`src/design/deadzone_scroll_tracker_defines.svh`:
```
// Assertion macros shared by the deadzone scroll tracker RTL.
// No dependencies; included by files that carry concurrent assertions.
`ifndef DEADZONE_SCROLL_TRACKER_DEFINES_SVH
`define DEADZONE_SCROLL_TRACKER_DEFINES_SVH

// Same-cycle implication, disabled during reset.
`define DZST_ASSERT_NOW(label, clk, rst, ante, cons, msg) \
   label: assert property (@(posedge clk) disable iff (rst) (ante) |-> (cons)) \
      else $error(msg);

// Next-cycle implication, disabled during reset.
`define DZST_ASSERT_NEXT(label, clk, rst, ante, cons, msg) \
   label: assert property (@(posedge clk) disable iff (rst) (ante) |=> (cons)) \
      else $error(msg);

`endif

```
`src/design/dzst_pkg.sv`:
```
// Types and constants of the deadzone scroll tracker.
// No dependencies; used by the channel interfaces, the axis unit and the top level.
package dzst_pkg;

   localparam int COORD_W  = 16;   // signed 12.4 world coordinate
   localparam int PIX_W    = 12;   // integer pixel part
   localparam int SCROLL_W = 11;
   localparam int TILE_W   = 8;
   localparam int SPAN_W   = 5;
   localparam int KIND_W   = 2;
   localparam int CSR_IDX_W = 3;
   localparam int CSR_DATA_W = 8;
   localparam int CALC_W   = 16;   // signed working width of the follow math

   localparam int OFFSET_X = 8;
   localparam int OFFSET_Y = 16;

   localparam logic [TILE_W-1:0] EDGE_COL_ADD = 8'd20;
   localparam logic [TILE_W-1:0] EDGE_ROW_ADD = 8'd18;
   localparam logic [SPAN_W-1:0] COLUMN_ROWS  = 5'd19;
   localparam logic [SPAN_W-1:0] ROW_COLS     = 5'd21;
   localparam logic [SPAN_W-1:0] UNIT_SPAN    = 5'd1;

   localparam logic [CSR_DATA_W-1:0] MARGIN_RESET = 8'd20;
   localparam logic [CSR_DATA_W-1:0] MAP_RESET    = 8'd32;

   localparam logic [CSR_IDX_W-1:0] REG_MARGIN_LEFT   = 3'd0;
   localparam logic [CSR_IDX_W-1:0] REG_MARGIN_RIGHT  = 3'd1;
   localparam logic [CSR_IDX_W-1:0] REG_MARGIN_TOP    = 3'd2;
   localparam logic [CSR_IDX_W-1:0] REG_MARGIN_BOTTOM = 3'd3;
   localparam logic [CSR_IDX_W-1:0] REG_MAP_WIDTH     = 3'd4;
   localparam logic [CSR_IDX_W-1:0] REG_MAP_HEIGHT    = 3'd5;

   typedef enum logic [KIND_W-1:0] {
      KIND_COLUMN = 2'd0,
      KIND_ROW    = 2'd1,
      KIND_SCROLL = 2'd2
   } kind_type;

   typedef struct packed {
      logic [CSR_DATA_W-1:0] near_margin;
      logic [CSR_DATA_W-1:0] far_margin;
      logic [CSR_DATA_W-1:0] map_tiles;
   } axis_cfg_type;

endpackage

```
`src/design/dzst_req_if.sv`:
```
// Input channel of the deadzone scroll tracker: object world position.
// Depends on dzst_pkg.
interface dzst_req_if;
   logic                                valid;
   logic                                ready;
   logic signed [dzst_pkg::COORD_W-1:0] world_x;
   logic signed [dzst_pkg::COORD_W-1:0] world_y;

   modport source (output valid, output world_x, output world_y, input ready);
   modport sink   (input valid, input world_x, input world_y, output ready);
endinterface

```
`src/design/dzst_rsp_if.sv`:
```
// Result channel of the deadzone scroll tracker: load requests and scroll updates.
// Depends on dzst_pkg.
interface dzst_rsp_if;
   logic                            valid;
   logic                            ready;
   logic [dzst_pkg::KIND_W-1:0]     result_kind;
   logic [dzst_pkg::TILE_W-1:0]     region_col;
   logic [dzst_pkg::TILE_W-1:0]     region_row;
   logic [dzst_pkg::SPAN_W-1:0]     region_cols;
   logic [dzst_pkg::SPAN_W-1:0]     region_rows;
   logic [dzst_pkg::SCROLL_W-1:0]   scroll_x;
   logic [dzst_pkg::SCROLL_W-1:0]   scroll_y;
   logic                            last;

   modport source (output valid, output result_kind, output region_col, output region_row,
                   output region_cols, output region_rows, output scroll_x,
                   output scroll_y, output last, input ready);
   modport sink   (input valid, input result_kind, input region_col, input region_row,
                   input region_cols, input region_rows, input scroll_x,
                   input scroll_y, input last, output ready);
endinterface

```
`src/design/dzst_axis.sv`:
```
// One axis of the deadzone follow rule with clamping to the map extent.
// Depends on dzst_pkg.
module dzst_axis #(
   parameter int SCREEN = 160,
   parameter int OFFSET = 8
) (
   input  logic signed [dzst_pkg::PIX_W-1:0]    pix,
   input  logic [dzst_pkg::SCROLL_W-1:0]        cam,
   input  dzst_pkg::axis_cfg_type               cfg,
   output logic [dzst_pkg::SCROLL_W-1:0]        cam_next
);
   import dzst_pkg::*;

   localparam logic signed [CALC_W-1:0] SCREEN_S = CALC_W'(SCREEN);
   localparam logic signed [CALC_W-1:0] OFFSET_S = CALC_W'(OFFSET);

   logic signed [CALC_W-1:0] pix_s;
   logic signed [CALC_W-1:0] cam_s;
   logic signed [CALC_W-1:0] near_s;
   logic signed [CALC_W-1:0] far_edge;
   logic signed [CALC_W-1:0] draw;
   logic signed [CALC_W-1:0] moved;
   logic signed [CALC_W-1:0] limit_raw;
   logic signed [CALC_W-1:0] limit;

   assign pix_s     = {{(CALC_W-PIX_W){pix[PIX_W-1]}}, pix};
   assign cam_s     = {{(CALC_W-SCROLL_W){1'b0}}, cam};
   assign near_s    = {{(CALC_W-CSR_DATA_W){1'b0}}, cfg.near_margin};
   assign far_edge  = SCREEN_S - {{(CALC_W-CSR_DATA_W){1'b0}}, cfg.far_margin};
   assign draw      = pix_s - cam_s - OFFSET_S;
   assign limit_raw = {{(CALC_W-CSR_DATA_W-3){1'b0}}, cfg.map_tiles, 3'b000} - SCREEN_S;
   assign limit     = (limit_raw < 0) ? '0 : limit_raw;

   always_comb begin
      // far edge wins when the margins cross
      if (draw > far_edge) begin
         moved = pix_s - OFFSET_S - far_edge;
      end else if (draw < near_s) begin
         moved = pix_s - OFFSET_S - near_s;
      end else begin
         moved = cam_s;
      end
      if (moved < 0) begin
         cam_next = '0;
      end else if (moved > limit) begin
         cam_next = limit[SCROLL_W-1:0];
      end else begin
         cam_next = moved[SCROLL_W-1:0];
      end
   end
endmodule

```
`src/design/deadzone_scroll_tracker.sv`:
```
// Channel    | Dir | Payload                                          | Accepted when
// req        | in  | world_x, world_y (signed 12.4)                   | valid && ready
// rsp        | out | result_kind, region_*, scroll_x/y, last          | valid && ready
// csr        | in  | csr_index (3b), csr_wdata (8b)                   | csr_we
//
// An accepted transaction lands in the input register; from there the scroll follow
// math loads the result group register once it is empty or issuing its final result,
// and that register then issues 1 to 3 result transactions, one per cycle while rsp.ready
// is high; the result group register is the pacing point.
// Synchronous active-high reset restores the margins, the map size and a zero scroll.
// Back-pressure on rsp holds the group, then the input register, then req.ready.
//
// Depends on dzst_pkg, dzst_req_if, dzst_rsp_if, dzst_axis and the defines header.
`include "deadzone_scroll_tracker_defines.svh"

module deadzone_scroll_tracker #(
   parameter int SCREEN_W = 160,
   parameter int SCREEN_H = 144
) (
   input  logic                                clock,
   input  logic                                reset,
   dzst_req_if.sink                            req,
   dzst_rsp_if.source                          rsp,
   input  logic                                csr_we,
   input  logic [dzst_pkg::CSR_IDX_W-1:0]      csr_index,
   input  logic [dzst_pkg::CSR_DATA_W-1:0]     csr_wdata
);
   import dzst_pkg::*;

   // configuration
   logic [CSR_DATA_W-1:0] margin_left_ff, margin_right_ff, margin_top_ff, margin_bottom_ff;
   logic [CSR_DATA_W-1:0] map_width_ff, map_height_ff;

   // input register
   logic                      in_valid_ff;
   logic signed [COORD_W-1:0] in_x_ff, in_y_ff;

   // scroll state and result group
   logic [SCROLL_W-1:0] cam_x_ff, cam_y_ff;
   logic [SCROLL_W-1:0] cam_x_in, cam_y_in;
   logic                grp_valid_ff;
   logic                col_pend_ff, row_pend_ff;
   logic [TILE_W-1:0]   load_col_ff, load_row_ff;
   logic [TILE_W-1:0]   load_col_in, load_row_in;

   logic                advance;
   logic                rsp_fire;
   logic                grp_done;
   logic [TILE_W-1:0]   old_tx, old_ty, new_tx, new_ty;
   axis_cfg_type        cfg_x, cfg_y;
   kind_type            kind;

   assign cfg_x = '{near_margin: margin_left_ff, far_margin: margin_right_ff,
                    map_tiles: map_width_ff};
   assign cfg_y = '{near_margin: margin_top_ff, far_margin: margin_bottom_ff,
                    map_tiles: map_height_ff};

   dzst_axis #(.SCREEN(SCREEN_W), .OFFSET(OFFSET_X)) u_axis_x (
      .pix      (in_x_ff[COORD_W-1:COORD_W-PIX_W]),
      .cam      (cam_x_ff),
      .cfg      (cfg_x),
      .cam_next (cam_x_in)
   );

   dzst_axis #(.SCREEN(SCREEN_H), .OFFSET(OFFSET_Y)) u_axis_y (
      .pix      (in_y_ff[COORD_W-1:COORD_W-PIX_W]),
      .cam      (cam_y_ff),
      .cfg      (cfg_y),
      .cam_next (cam_y_in)
   );

   assign old_tx = cam_x_ff[SCROLL_W-1:3];
   assign old_ty = cam_y_ff[SCROLL_W-1:3];
   assign new_tx = cam_x_in[SCROLL_W-1:3];
   assign new_ty = cam_y_in[SCROLL_W-1:3];

   assign load_col_in = (new_tx > old_tx) ? new_tx + EDGE_COL_ADD : new_tx;
   assign load_row_in = (new_ty > old_ty) ? new_ty + EDGE_ROW_ADD : new_ty;

   assign rsp_fire  = rsp.valid && rsp.ready;
   assign grp_done  = rsp_fire && !col_pend_ff && !row_pend_ff;
   assign advance   = in_valid_ff && (!grp_valid_ff || grp_done);
   assign req.ready = !in_valid_ff || advance;

   // configuration writes; unknown indexes drop
   always_ff @(posedge clock) begin
      if (reset) begin
         margin_left_ff   <= MARGIN_RESET;
         margin_right_ff  <= MARGIN_RESET;
         margin_top_ff    <= MARGIN_RESET;
         margin_bottom_ff <= MARGIN_RESET;
         map_width_ff     <= MAP_RESET;
         map_height_ff    <= MAP_RESET;
      end else if (csr_we) begin
         case (csr_index)
            REG_MARGIN_LEFT:   margin_left_ff   <= csr_wdata;
            REG_MARGIN_RIGHT:  margin_right_ff  <= csr_wdata;
            REG_MARGIN_TOP:    margin_top_ff    <= csr_wdata;
            REG_MARGIN_BOTTOM: margin_bottom_ff <= csr_wdata;
            REG_MAP_WIDTH:     map_width_ff     <= csr_wdata;
            REG_MAP_HEIGHT:    map_height_ff    <= csr_wdata;
            default: ;
         endcase
      end
   end

   always_ff @(posedge clock) begin
      if (reset) begin
         in_valid_ff  <= 1'b0;
         grp_valid_ff <= 1'b0;
         col_pend_ff  <= 1'b0;
         row_pend_ff  <= 1'b0;
         cam_x_ff     <= '0;
         cam_y_ff     <= '0;
      end else begin
         if (req.valid && req.ready) begin
            in_valid_ff <= 1'b1;
         end else if (advance) begin
            in_valid_ff <= 1'b0;
         end

         if (advance) begin
            // load the next group and commit the new scroll
            grp_valid_ff <= 1'b1;
            col_pend_ff  <= (new_tx != old_tx);
            row_pend_ff  <= (new_ty != old_ty);
            cam_x_ff     <= cam_x_in;
            cam_y_ff     <= cam_y_in;
         end else if (rsp_fire) begin
            if (col_pend_ff) begin
               col_pend_ff <= 1'b0;
            end else if (row_pend_ff) begin
               row_pend_ff <= 1'b0;
            end else begin
               grp_valid_ff <= 1'b0;
            end
         end
      end
   end

   always_ff @(posedge clock) begin
      if (req.valid && req.ready) begin
         in_x_ff <= req.world_x;
         in_y_ff <= req.world_y;
      end
      if (advance) begin
         load_col_ff <= load_col_in;
         load_row_ff <= load_row_in;
      end
   end

   always_comb begin
      if (col_pend_ff) begin
         kind = KIND_COLUMN;
      end else if (row_pend_ff) begin
         kind = KIND_ROW;
      end else begin
         kind = KIND_SCROLL;
      end
   end

   always_comb begin
      rsp.valid       = grp_valid_ff;
      rsp.result_kind = kind;
      rsp.region_col  = '0;
      rsp.region_row  = '0;
      rsp.region_cols = '0;
      rsp.region_rows = '0;
      rsp.scroll_x    = '0;
      rsp.scroll_y    = '0;
      rsp.last        = 1'b0;
      case (kind)
         KIND_COLUMN: begin
            rsp.region_col  = load_col_ff;
            rsp.region_row  = cam_y_ff[SCROLL_W-1:3];
            rsp.region_cols = UNIT_SPAN;
            rsp.region_rows = COLUMN_ROWS;
         end
         KIND_ROW: begin
            rsp.region_col  = cam_x_ff[SCROLL_W-1:3];
            rsp.region_row  = load_row_ff;
            rsp.region_cols = ROW_COLS;
            rsp.region_rows = UNIT_SPAN;
         end
         KIND_SCROLL: begin
            rsp.scroll_x = cam_x_ff;
            rsp.scroll_y = cam_y_ff;
            rsp.last     = 1'b1;
         end
         default: ;
      endcase
   end

   // scroll holds between group loads
   `DZST_ASSERT_NEXT(a_cam_hold, clock, reset, !advance, $stable(cam_x_ff) && $stable(cam_y_ff), "scroll changed without a group load")
   // a full input register only refills when it empties the same cycle
   `DZST_ASSERT_NOW(a_refill, clock, reset, req.valid && req.ready && in_valid_ff, advance, "input register overwritten")
   // pending loads only inside a live group
   `DZST_ASSERT_NOW(a_pend_in_grp, clock, reset, col_pend_ff || row_pend_ff, grp_valid_ff, "load pending with no group")
   // the final result of a group carries the committed scroll
   `DZST_ASSERT_NOW(a_last_scroll, clock, reset, rsp.valid && rsp.last, rsp.scroll_x == cam_x_ff && rsp.scroll_y == cam_y_ff, "final result scroll mismatch")

endmodule
```
`src/flat_wrapper.sv`:
```
// flat-port wrapper written by rule: the top's interface ports become plain ports
module deadzone_scroll_tracker_flat import dzst_pkg::*;
#(
   parameter int SCREEN_W = 160,
   parameter int SCREEN_H = 144
)
  (clock, reset, csr_we, csr_index, csr_wdata, req_valid, req_world_x, req_world_y, req_ready, rsp_valid, rsp_result_kind, rsp_region_col, rsp_region_row, rsp_region_cols, rsp_region_rows, rsp_scroll_x, rsp_scroll_y, rsp_last, rsp_ready);
  dzst_req_if req_i ();
  dzst_rsp_if rsp_i ();
  input  logic clock;
  input  logic reset;
  input  logic csr_we;
  input  logic [dzst_pkg::CSR_IDX_W-1:0] csr_index;
  input  logic [dzst_pkg::CSR_DATA_W-1:0] csr_wdata;
  input wire logic [$bits(req_i.valid)-1:0] req_valid;
  input wire logic [$bits(req_i.world_x)-1:0] req_world_x;
  input wire logic [$bits(req_i.world_y)-1:0] req_world_y;
  output wire logic [$bits(req_i.ready)-1:0] req_ready;
  output wire logic [$bits(rsp_i.valid)-1:0] rsp_valid;
  output wire logic [$bits(rsp_i.result_kind)-1:0] rsp_result_kind;
  output wire logic [$bits(rsp_i.region_col)-1:0] rsp_region_col;
  output wire logic [$bits(rsp_i.region_row)-1:0] rsp_region_row;
  output wire logic [$bits(rsp_i.region_cols)-1:0] rsp_region_cols;
  output wire logic [$bits(rsp_i.region_rows)-1:0] rsp_region_rows;
  output wire logic [$bits(rsp_i.scroll_x)-1:0] rsp_scroll_x;
  output wire logic [$bits(rsp_i.scroll_y)-1:0] rsp_scroll_y;
  output wire logic [$bits(rsp_i.last)-1:0] rsp_last;
  input wire logic [$bits(rsp_i.ready)-1:0] rsp_ready;
  assign req_i.valid = req_valid;
  assign req_i.world_x = req_world_x;
  assign req_i.world_y = req_world_y;
  assign req_ready = req_i.ready;
  assign rsp_valid = rsp_i.valid;
  assign rsp_result_kind = rsp_i.result_kind;
  assign rsp_region_col = rsp_i.region_col;
  assign rsp_region_row = rsp_i.region_row;
  assign rsp_region_cols = rsp_i.region_cols;
  assign rsp_region_rows = rsp_i.region_rows;
  assign rsp_scroll_x = rsp_i.scroll_x;
  assign rsp_scroll_y = rsp_i.scroll_y;
  assign rsp_last = rsp_i.last;
  assign rsp_i.ready = rsp_ready;
  deadzone_scroll_tracker #(.SCREEN_W(SCREEN_W), .SCREEN_H(SCREEN_H)) u_core (.clock(clock), .reset(reset), .req(req_i), .rsp(rsp_i), .csr_we(csr_we), .csr_index(csr_index), .csr_wdata(csr_wdata));
endmodule
```
`config.mk`:
```
export PLATFORM = sky130hd
export DESIGN_NAME = deadzone_scroll_tracker_flat
export DESIGN_NICKNAME = d
export VERILOG_FILES = /design/src/design/dzst_pkg.sv /design/src/design/dzst_req_if.sv /design/src/design/dzst_rsp_if.sv /design/src/design/dzst_axis.sv /design/src/design/deadzone_scroll_tracker.sv /design/src/flat_wrapper.sv
export VERILOG_INCLUDE_DIRS = /design/src /design/src/design
export SDC_FILE = /design/constraint.sdc
export NUM_CORES = 1
export LEC_CHECK = 0
export ABC_AREA = 1
export BUFFER_PORTS_ARGS = -buffer_cell sky130_fd_sc_hd__buf_2
export CORE_MARGIN = 3
export CORE_UTILIZATION = 50
export DETAILED_ROUTE_END_ITERATION = 10
export GPL_TIMING_DRIVEN = 0
export PLACE_DENSITY = 0.69
export SYNTH_ARGS = -nofsm -noshare
export SYNTH_HDL_FRONTEND = slang
export SYNTH_HIERARCHICAL = 1
export SYNTH_SLANG_ARGS = --single-unit
```
`constraint.sdc`:
```
create_clock -name clock -period 9.37 [get_ports clock]
set_input_delay 0.4685 -clock clock [delete_from_list [all_inputs] [get_ports clock]]
set_output_delay 0.4685 -clock clock [all_outputs]
set_load 0.02 [all_outputs]
```
==> implementation parameters <==
Parameter                              Value

Yosys
  Yosys warning total    6
  Post-synthesis register bit count    114
  Sequential area share after synthesis    0.224
  Syn Area/Cell    6.75 um2
  Post-Synthesis Cells    1772
  Number of unique standard cell types used by synthesis    55
  Post-synthesis instance area    12000 um2

Job
  Maximum Capacitance Violations    0

GRT
  Number of antenna violations at the first check in global routing    0
  First-pass GRT wire length    53.1 mm
  Global Route Usage Sum    0.252
  Via count of the first global-routing pass    10.8k
  GR Overflow Total    0
  Pin count of the biggest net entering global routing    25

Finish
  P&R area growth vs syn    12.0%
  Most frequent cells in the layout    sky130_fd_sc_hd__nand2_1 (376), sky130_fd_sc_hd__inv_1 (281), sky130_fd_sc_hd__nor2_1 (200), sky130_fd_sc_hd__ha_1 (170)
  Filler cell count    2267
  Fraction of final layout cells with drive strength greater than 1    0.125
  Count of inserted antenna diode cells    0
  Most common cell after layout, fill and taps aside    sky130_fd_sc_hd__nand2_1
  Post-route standard cell area excluding fillers    13400 um2
  Final net count    2107

Drt
  Via density per instance    5.34
  Residual DRC    0
  Overall via count from detail_route    11.8k
  Wire length reported by the detailed router    33.1 mm
  Post-detailed-route wirelength per cell    15.0 um
  Post-DRT Antenna Nets    0
  First DRT Iteration DRCs    837
  Detailed-router iteration count before antenna repair    5

Setup path
  Arrival @ worst endpoint    7470 ps
  Critical path capture point type    flip-flop
  Worst-case reg-to-reg path depth    43
  Crit path max-delay cell type    sky130_fd_sc_hd__edfxtp_1
  Reg2Reg Launch Point    u_core/in_y_ff[5]
  Critical Path Start Type    flip-flop
  Req. time, crit path    9540 ps
  Category of the most critical setup path    flip-flop to flip-flop
  Setup slack of the worst register-to-register path    2070 ps
  Longest individual stage delay on the worst path    530 ps
  Capturing point of the worst reg2reg path    u_core/load_row_ff[5]
  Peak fanout along the critical path    10
  Most repeated library cell on the critical path    sky130_fd_sc_hd__nand2_1

CTS
  Sinks on the clock net    114
  Cts bufs inserted    17
  Reg clk slew, reported paths    70 ps
  CTS hold repair buffers    0
  CTS root buf    sky130_fd_sc_hd__clkbuf_16
  Post-CTS repair timing setup buffer count    0
  Maximum clock path buffer count    2
  Number of levels in the clock H-tree    4
  Post-cts resize count    0
  Insertion delay to the later sink of the worst-skew pair    420 ps
  CTS tree    yes

Die
  Row count    55
  Die X-Extent    161 um
  Starting density of the core    0.518
  Core area    23100 um2
  Overall die height    161 um
  Num ports    101
  Floorplan die area    25800 um2

Timing
  Setup repair after global routing missed its margin    no
  Fin. Hold Viols    0
  Number of endpoints failing setup at the final stage    0
  Worst-case clock skew    12.6 ps
  Worst max-slew margin expressed relative to the limit    0.0764
  Sum of negative setup slack    0 ps
  Maximum clock frequency    0.137 GHz
  Period utilization    0.779
  Count of pins over their slew limit    0
  Slew at the pin closest to its max-slew limit    1380 ps
  Time the worst path needs with I/O delays and setup    7300 ps

Pwr
  Maximum vdd ir drop    0.122 mV
  Leakage    6.89 nW
  Pwr per Cell Area    182 nW/um2

Placement
  Placer's final routability congestion estimate    0.943
  Dpl cell area    12800 um2
  Number of input and output port buffers inserted    87
  Post-DP HPWL    26.9 mm

Worst hold path
  Hold path endpoint    u_core/in_y_ff[14]
  Worst hold path type    primary input to flip-flop
  WHS Path Cells    1
  Hold path start    req_world_y[14]

Outcome
  Outcome    completed
-- state kept, by name, summed over array words and instances, names as in the netlist, 8 cells and up --
register / cells
u_core/cam_x_ff: 11
u_core/cam_y_ff: 11
u_core/in_x_ff: 12
u_core/in_y_ff: 12
u_core/load_col_ff: 8
u_core/load_row_ff: 8
u_core/map_height_ff: 8
u_core/map_width_ff: 8
u_core/margin_bottom_ff: 8
u_core/margin_left_ff: 8
u_core/margin_right_ff: 8
u_core/margin_top_ff: 8
-- critical path: cells and delay by family (launching register included) --
kind / cells / cell delay (ps)
DFF: 1 / 530
xor gates and xnor gates: 1 / 290
adders and majority gates: 6 / 1820
buffers and inverters: 6 / 570
AOI/OAI and AO/OA: 7 / 1100
and+or+nand+nor: 23 / 2740
-- where the power goes --
part | leakage (nW) | internal (mW) | switching (mW) | total, mW
sequential | 0.991 | 0.570 | 0.0302 | 0.600
combinational | 5.62 | 0.427 | 0.757 | 1.18
clock | 0.281 | 0.400 | 0.256 | 0.656
-- routing by layer --
layer,track usage,wire [um],vias to the layer above
met1,0.376,16500,5385
met5,0,0,-
met3,0.0328,2020,44
li1,-,-,5980
met2,0.380,13800,377
met4,0.0734,692,0
-- area by class of cell --
| cell class | count | area, um2 | area share |
|---|---|---|---|
| Clock inverter | 12 | 133 | 0.00991 |
| Buffer | 35 | 243 | 0.0181 |
| Timing Repair Buffer | 89 | 450 | 0.0337 |
| Multi-Input combinational cell | 1334 | 7940 | 0.593 |
| Sequential cell | 114 | 2680 | 0.200 |
| Inverter | 292 | 1100 | 0.0821 |
| Tap cell | 313 | 392 | 0.0293 |
| Clock buffer | 20 | 447 | 0.0334 |
-- how the worst max path moves through the flow --
stage / startpoint / depth (start not counted) / slack [ps] / end
2_1_floorplan: u_core/in_x_ff[5] / 44 / 3390 / u_core/load_col_ff[2]
3_3_place_gp: u_core/margin_right_ff[0] / 39 / 1990 / u_core/load_col_ff[3]
3_5_place_dp: u_core/in_y_ff[5] / 44 / 2190 / u_core/load_row_ff[5]
4_1_cts: u_core/in_y_ff[5] / 46 / 2180 / u_core/load_row_ff[5]
5_1_grt: u_core/in_y_ff[5] / 46 / 1180 / u_core/load_row_ff[2]
6_report: u_core/in_y_ff[5] / 43 / 2070 / u_core/load_row_ff[5]
-- synthesized netlist by cell type (all sizes together) --
library cell	number	area share
a2111oi	1	0.00073
a211oi	3	0.0019
a21boi	1	0.00063
a21o	8	0.0050
a21oi	120	0.051
a22oi	2	0.0013
a31oi	9	0.0047
a32oi	2	0.0015
and2	1	0.00052
buf	26	0.017
clkbuf	9	0.0028
clkinv	2	0.00084
conb	1	0.00031
dfxtp	74	0.12
edfxtp	40	0.10
fa	6	0.010
ha	170	0.18
inv	290	0.091
nand2	412	0.14
nand3	112	0.051
nand3b	10	0.0063
nand4	22	0.013
nor2	217	0.073
nor3	12	0.0059
nor3b	4	0.0038
nor4	1	0.00052
o211ai	6	0.0038
o21a	5	0.0031
o21ai	125	0.053
o21bai	6	0.0038
o221ai	2	0.0015
o22a	1	0.00073
o22ai	1	0.00052
o31a	1	0.00073
or2	11	0.0058
xnor2	18	0.013
xor2	41	0.030
-- logic make-up (layout without fill, tap and decap cells) --
kind of cell | count (synthesis) | in the layout | share of synthesized area
adder cells (fa/ha/maj) | 176 | 176 | 0.188
flip-flops | 114 | 114 | 0.224
AO/OA/AOI/OAI | 293 | 293 | 0.133
other | 1 | 4 | 0.000314
buffers and inverters | 327 | 448 | 0.112
AND/OR/NAND/NOR | 802 | 802 | 0.298
XOR/XNOR | 59 | 59 | 0.0432
-- through the flow --
stage          hold WS, ps  total power [mW]  cells  utilization  setup WS, ps
2_1_floorplan          442              1.50   1775            -          3390
3_3_place_gp           455              1.74   2175        0.555          1990
3_5_place_dp           459              1.77   2177        0.555          2190
4_1_cts                201              2.44   2209        0.581          2180
5_1_grt                202              2.65   2209        0.581          1180
6_report               216              2.44   2209        0.581          2070
No activity file was read; power rests on OpenSTA's default activity.
